--- config.mk ---
export PLATFORM = sky130hd
export DESIGN_NAME = fcr_crc
export DESIGN_NICKNAME = d
export VERILOG_FILES = /design/src/rtl/fcr_pkg.sv /design/src/rtl/fcr_crc.sv
export SDC_FILE = /design/constraint.sdc
export NUM_CORES = 1
export LEC_CHECK = 0
export BUFFER_PORTS_ARGS = -buffer_cell sky130_fd_sc_hd__buf_2
export CORE_MARGIN = 4
export CORE_UTILIZATION = 35
export DETAILED_ROUTE_END_ITERATION = 10
export PLACE_DENSITY = 0.56
export SLEW_MARGIN = 15
export SYNTH_ARGS = -nofsm -noshare
export SYNTH_HDL_FRONTEND = slang
export SYNTH_SLANG_ARGS = --single-unit
export TNS_END_PERCENT = 10
--- constraint.sdc ---
create_clock -name clk_i -period 3.22 [get_ports clk_i]
set_input_delay 0.483 -clock clk_i [delete_from_list [all_inputs] [get_ports clk_i]]
set_output_delay 0.483 -clock clk_i [all_outputs]
set_load 0.02 [all_outputs]
--- src/rtl/fcr_pkg.sv ---
// Shared types, constants and the CRC byte step for the frame reassembly block.
`default_nettype none

package fcr_pkg;

  localparam logic [31:0] CRC_POLY = 32'hEDB8_8320;
  localparam logic [31:0] CRC_ONES = 32'hFFFF_FFFF;
  localparam logic [7:0]  POS_MAX  = 8'hFF;
  localparam logic [7:0]  BYTE_ZERO = 8'h00;
  localparam int unsigned COUNT_SAT = 65535;

  typedef enum logic {
    CMD_PAYLOAD = 1'b0,
    CMD_READ    = 1'b1
  } cmd_e;

  typedef enum logic [2:0] {
    ST_ACCEPTED  = 3'd0,
    ST_DUPLICATE = 3'd1,
    ST_CRC_FAIL  = 3'd2,
    ST_BAD_FRAME = 3'd3,
    ST_READ      = 3'd4
  } status_e;

  typedef struct packed {
    cmd_e        command;
    logic [31:0] frame_id;
    logic [31:0] stored_crc;
    logic [7:0]  payload_byte;
    logic        end_of_frame;
    logic [16:0] read_address;
  } in_item_t;

  typedef struct packed {
    status_e     status;
    logic [7:0]  read_byte;
    logic        read_valid;
    logic        read_in_range;
    logic [9:0]  highest_frame_id;
    logic [10:0] frames_accepted;
    logic [15:0] frames_duplicate;
    logic [15:0] frames_failed;
    logic [10:0] missing_frames;
  } out_item_t;

  // Control of the running CRC register
  typedef struct packed {
    logic       seed;
    logic       step;
    logic [7:0] data;
  } crc_ctl_t;

  // Reflected CRC-32, one byte, bit at a time
  function automatic logic [31:0] crc_byte(input logic [31:0] crc, input logic [7:0] b);
    logic [31:0] c;
    c = crc ^ {24'd0, b};
    for (int k = 0; k < 8; k++) begin
      c = c[0] ? ((c >> 1) ^ CRC_POLY) : (c >> 1);
    end
    return c;
  endfunction

endpackage

`default_nettype wire

--- src/rtl/fcr_crc.sv ---
// Running reflected CRC-32 register with seed, byte step and checksum compare.
`default_nettype none

module fcr_crc (
  input  wire logic              clk_i,
  input  wire logic              rst_ni,
  input  wire fcr_pkg::crc_ctl_t ctl_i,
  input  wire logic [31:0]       expect_i,
  output logic                   match_o
);

  logic [31:0] crc_q;
  logic [31:0] crc_d;

  always_comb begin
    crc_d = crc_q;
    if (ctl_i.seed) begin
      crc_d = fcr_pkg::CRC_ONES;
    end else if (ctl_i.step) begin
      crc_d = fcr_pkg::crc_byte(crc_q, ctl_i.data);
    end
  end

  always_ff @(posedge clk_i or negedge rst_ni) begin
    if (!rst_ni) begin
      crc_q <= fcr_pkg::CRC_ONES;
    end else begin
      crc_q <= crc_d;
    end
  end

  // final value is the register inverted
  assign match_o = ((crc_q ^ fcr_pkg::CRC_ONES) == expect_i);

endmodule

`default_nettype wire

# --- After elaboration in Yosys (flattened, before gate mapping) ---
# Index checks and enable logic that the tools add are counted.
op_classes:
  eq_ne: 1
  muxes: 10
  bitwise_logic: 10
  reduce_logical: 1
op_table:
  columns: ["op", "n"]
  rows:
  - ["2-to-1 mux 32 bit", 10]
  - ["NOT 13 -> 14 bit", 8]
  - ["equality test 32 bit", 1]
  - ["NOT 32 bit", 1]
  - ["bitwise XOR 32 x 8 -> 32 bit", 1]
  - ["nonzero test 2 bit", 1]
word_totals:
  register_bits: 32
  out_inout_bits: 1

# --- Logic depth before layout (Yosys ltp) ---
depth:
  ltp_word: 19
  mapped_depth: 5
  ltp_nobuf: 5

# --- Least setup slack after synthesis ---
# No wires, ideal clock.
synth_timing:
  path_type: "register -> register"
  from: "register crc_q[7]"
  to: "register crc_q[26]"
  setup_time_ns: 0.082
  arrival_time_ns: 1.794
  required_ns: 3.138
  setup_slack_ns: 1.345
  path_stages_with_launch: 6
  synth_period_minus_slack_ns: 1.875
  cell_sequence: "dfstp_2 -> xor2_2 -> xor2_4 -> xnor2_1 -> xnor2_1 -> a211o_1"
synth_between:
  elab_chain_cells: 12
synth_lines:
  columns: ["element", "line_no", "text"]
  rows:
  - ["from (decl)", "fcr_crc.sv:12", "logic [31:0] crc_q;"]
  - ["from (signal assigned)", "fcr_crc.sv:26", "crc_q <= fcr_pkg::CRC_ONES;"]
  - ["from (signal assigned)", "fcr_crc.sv:28", "crc_q <= crc_d;"]
  - ["bitwise XOR 32 x 8 -> 32 bit (*)", "fcr_pkg.sv:56", "c = crc ^ {24'd0, b};"]
  - ["2-to-1 mux 32 bit (*)", "fcr_pkg.sv:58", "c = c[0] ? ((c >> 1) ^ CRC_POLY) : (c >> 1);"]
  - ["NOT 13 -> 14 bit (no source line)", null, null]
  - ["2-to-1 mux 32 bit (*) (7 in series)", "fcr_pkg.sv:58", null]
  - ["2-to-1 mux 32 bit (*)", "fcr_crc.sv:19", "end else if (ctl_i.step) begin"]
  - ["2-to-1 mux 32 bit (*)", "fcr_crc.sv:17", "if (ctl_i.seed) begin"]
# Mark *: on every way between the ends. The rest lies on a longest branch, timed or not. The select of a mux whose other input is x is not followed.
# A chain may end at the register's enable or synchronous reset.

# --- Final worst setup path ---
layout_timing:
  from: "register crc_q[1]"
  to: "output match_o"
layout_between:
  elab_chain_cells: 2
layout_lines:
  columns: ["element", "line_no", "text"]
  rows:
  - ["NOT 32 bit (no source line)", null, null]
  - ["equality test 32 bit", "fcr_crc.sv:33", "assign match_o = ((crc_q ^ fcr_pkg::CRC_ONES) == expect_i);"]
  - ["to (decl)", "fcr_crc.sv:9", "output logic match_o"]
# Every way passes these cells.

==> results_dict.tcl <==
set metrics [dict create \
    wire_per_inst_um 15.0 \
    clkPwrFrac_pct 9.5 \
    synth_cell_type_count 19 \
    area_delta_synth_final_pct 16.1 \
    layout-drive-gt1-share_pct 39.0 \
    setup-tns-final_ns 0 \
    synth_edf_count 0 \
    final_nets 320 \
    drt_wl_total_mm 5.60 \
    clk_pin_slew_ns 0.07 \
    reg_top3 "crc_q x32" \
    rsz0062_at_grt "false" \
    dp_worst_setup_slack_ns 0.979 \
    port_buffers 44 \
    finalCritPeriodShare_pct 73.9 \
    cpPeakStageDelay_ns 0.60 \
    die_w_um 92.3 \
    clock-sinks 32 \
    drt_iter0_drc 38 \
    globalplace.congestion 0.832 \
    p_comb_share_pct 64.5 \
    cts_setup_buffers 0 \
    holdBufCountCts 0 \
    syn_area_per_cell_um2 10.6 \
    clk_latency_ns 0.29 \
    via_per_inst 4.56 \
    hold_path.class "register to register" \
    critPathCaptureType "output port" \
    slowest_stage "dfstp_2" \
    numCtsBuffers 5 \
    coreArea_um2 6870 \
    setup_viol 0 \
    ios 45 \
    num_vias 1701 \
    grt_pass1_vias 1782 \
    p_sw_mw 1.43 \
    regMostFlops "crc_q" \
    cts_tree "done" \
    worst_clock_skew_ns 0.00734 \
    worstMarginPinSlew_ns 0.736 \
    die_h_um 92.3 \
    grt.overflow.total 0 \
    grt_max_degree 33 \
    postSynth.asyncResetShare_pct 100 \
    relSlewSlack_pct 51.0 \
    cp_num_buf_inv 1 \
    start_util_pct 36.2 \
    synth.ff_latch_count 32 \
    antenna_cells 0 \
    p_sw_share_pct 41.6 \
    cp_max_fo 3 \
    cts_root_buf "clkbuf_8" \
    finalWorstSetupSlack_ns 0.839 \
    startpoint_type "register" \
    row_count 30 \
    drt_pass1_iterations 4 \
    power_leakage_nw 1.10 \
    cap_violations 0 \
    power_frac_seq_pct 26.1 \
    grt_use_total_pct 14.1 \
    largest_reg_flops 32 \
    synth_cells 234 \
    ant_nets 0 \
    path_cells "xnor2_1 > nor4_1 > nand4_1 > nor2_1 > buf_2" \
    slew_viol_final 0 \
    worstPathRequired_ns 2.74 \
    peakVddDrop_v 0.000331 \
    status "finished, final reports clean" \
    worstSetupPathType "register to output port" \
    synth_fp_nets 278 \
    hold_viol 0 \
    syn_area_um2 2490 \
    p_int_mw 2.01 \
    die_area_um2 8530 \
    arrival_ns 1.90 \
    grt_pass1_wl_mm 9.23 \
    hpwlAfterDp_mm 4.26 \
    ys_seq_area_share_pct 33.8 \
    antenna_found_initial 0 \
    drcViolationCount 0 \
    min_period_ns 2.38 \
    htreeDepth 2 \
    yosysWarningCount 0 \
    cts_buffer_depth 2 \
    fin_util_pct 42.1 \
    powerDensity_nw_per_um2 1190 \
    fmax_mhz 420 \
    postCtsResizedCells 0 \
    crit_family "simple AND/OR/NAND/NOR gates" \
    synthFlopType "dfstp_2" \
]
==> power by group through the flow <==
stage               clock, mW  combinational, mW  sequential (mW)
floorplan                   0               1.85            0.850
global placement            0               2.21            0.906
detailed placement          0               2.22            0.908
CTS                     0.333               2.24            0.902
global route            0.349               2.43            0.925
finish                  0.324               2.21            0.895
==> metal layers <==
| metal | vias to the layer above | track usage, % | part of all wire [%] |
|---|---|---|---|
| li1 | 852 | - | - |
| met1 | 817 | 19.0 | 48 |
| met2 | 27 | 22.7 | 48 |
| met3 | 5 | 3.01 | 3.0 |
| met4 | 0 | 4.08 | 1.3 |
| met5 | - | 0 | 0 |
==> placed cells by master (no fill, tap or decap) <==
master,instances
a211o_1,18
a21oi_1,12
buf_2,44
buf_4,1
clkbuf_1,2
clkbuf_8,6
dfstp_2,32
inv_1,1
nand4_1,2
nor2_1,16
nor2b_1,18
nor4_1,8
o21ai_0,1
o21bai_1,2
or2_2,11
xnor2_1,71
xnor2_2,8
xnor2_4,2
xnor3_1,1
xor2_1,17
xor2_2,2
xor2_4,2
==> worst register-to-register path, stage by stage (launching register included) <==
cell and delay [ns]:
dfstp_2 0.57, xor2_2 0.38, xor2_4 0.41, xnor2_1 0.26
xnor2_1 0.15, a211o_1 0.30
==> cell usage after synthesis, drive strengths merged, types with 2 or more instances <==
cell type | number | area share [%]
nand4 | 2 | 0.50
dfstp | 32 | 34
o21bai | 2 | 0.60
a21oi | 12 | 2.4
xor2 | 21 | 9.5
a211o | 18 | 6.3
clkbuf | 10 | 1.5
nor2 | 16 | 2.4
nor2b | 18 | 4.5
nor4 | 8 | 2.0
xnor2 | 81 | 32
or2 | 11 | 2.8
==> stage by stage <==
stage,instance area (um^2),hold slack (ns),power [mW],std cells
finish,2890,0.552,3.43,373
global route,2890,0.573,3.70,373
detailed placement,2800,0.548,3.12,365
floorplan,2490,0.335,2.70,234
global placement,2800,0.533,3.12,365
CTS,2890,0.557,3.47,373
==> path summary, 6_finish.rpt <==
path                                start   endpoint  slack [ns]  depth (start not counted)
worst min register to register  crc_q[30]  crc_q[30]        0.55                          2
worst min-delay path            crc_q[30]  crc_q[30]        0.55                          2
worst max register to register   crc_q[7]  crc_q[26]        1.07                          5
min in group asynchronous          rst_ni  crc_q[30]        0.64                          1
max in group asynchronous          rst_ni  crc_q[21]        2.54                          1
worst max-delay path             crc_q[1]    match_o        0.84                          5
==> layout make-up <==
class                           count  area (um^2)
Fill cell                         700         3980
Multi-Input combinational cell    191         1610
Sequential cell                    32          841
Timing Repair Buffer               45          228
Tap cell                           96          120
Clock buffer                        8         90.1
Inverter                            1         3.75
==> kinds of logic (layout without fill, tap and decap cells) <==
logic type      count (synthesis)  after routing  share of synthesized area [%]
xor+xnor                      103            103                           42.8
simple gates                   55             55                           12.2
compound gates                 33             33                           9.55
flops                          32             32                           33.8
buf+inv                        11             54                           1.66
No activity file was read; power rests on OpenSTA's default activity.
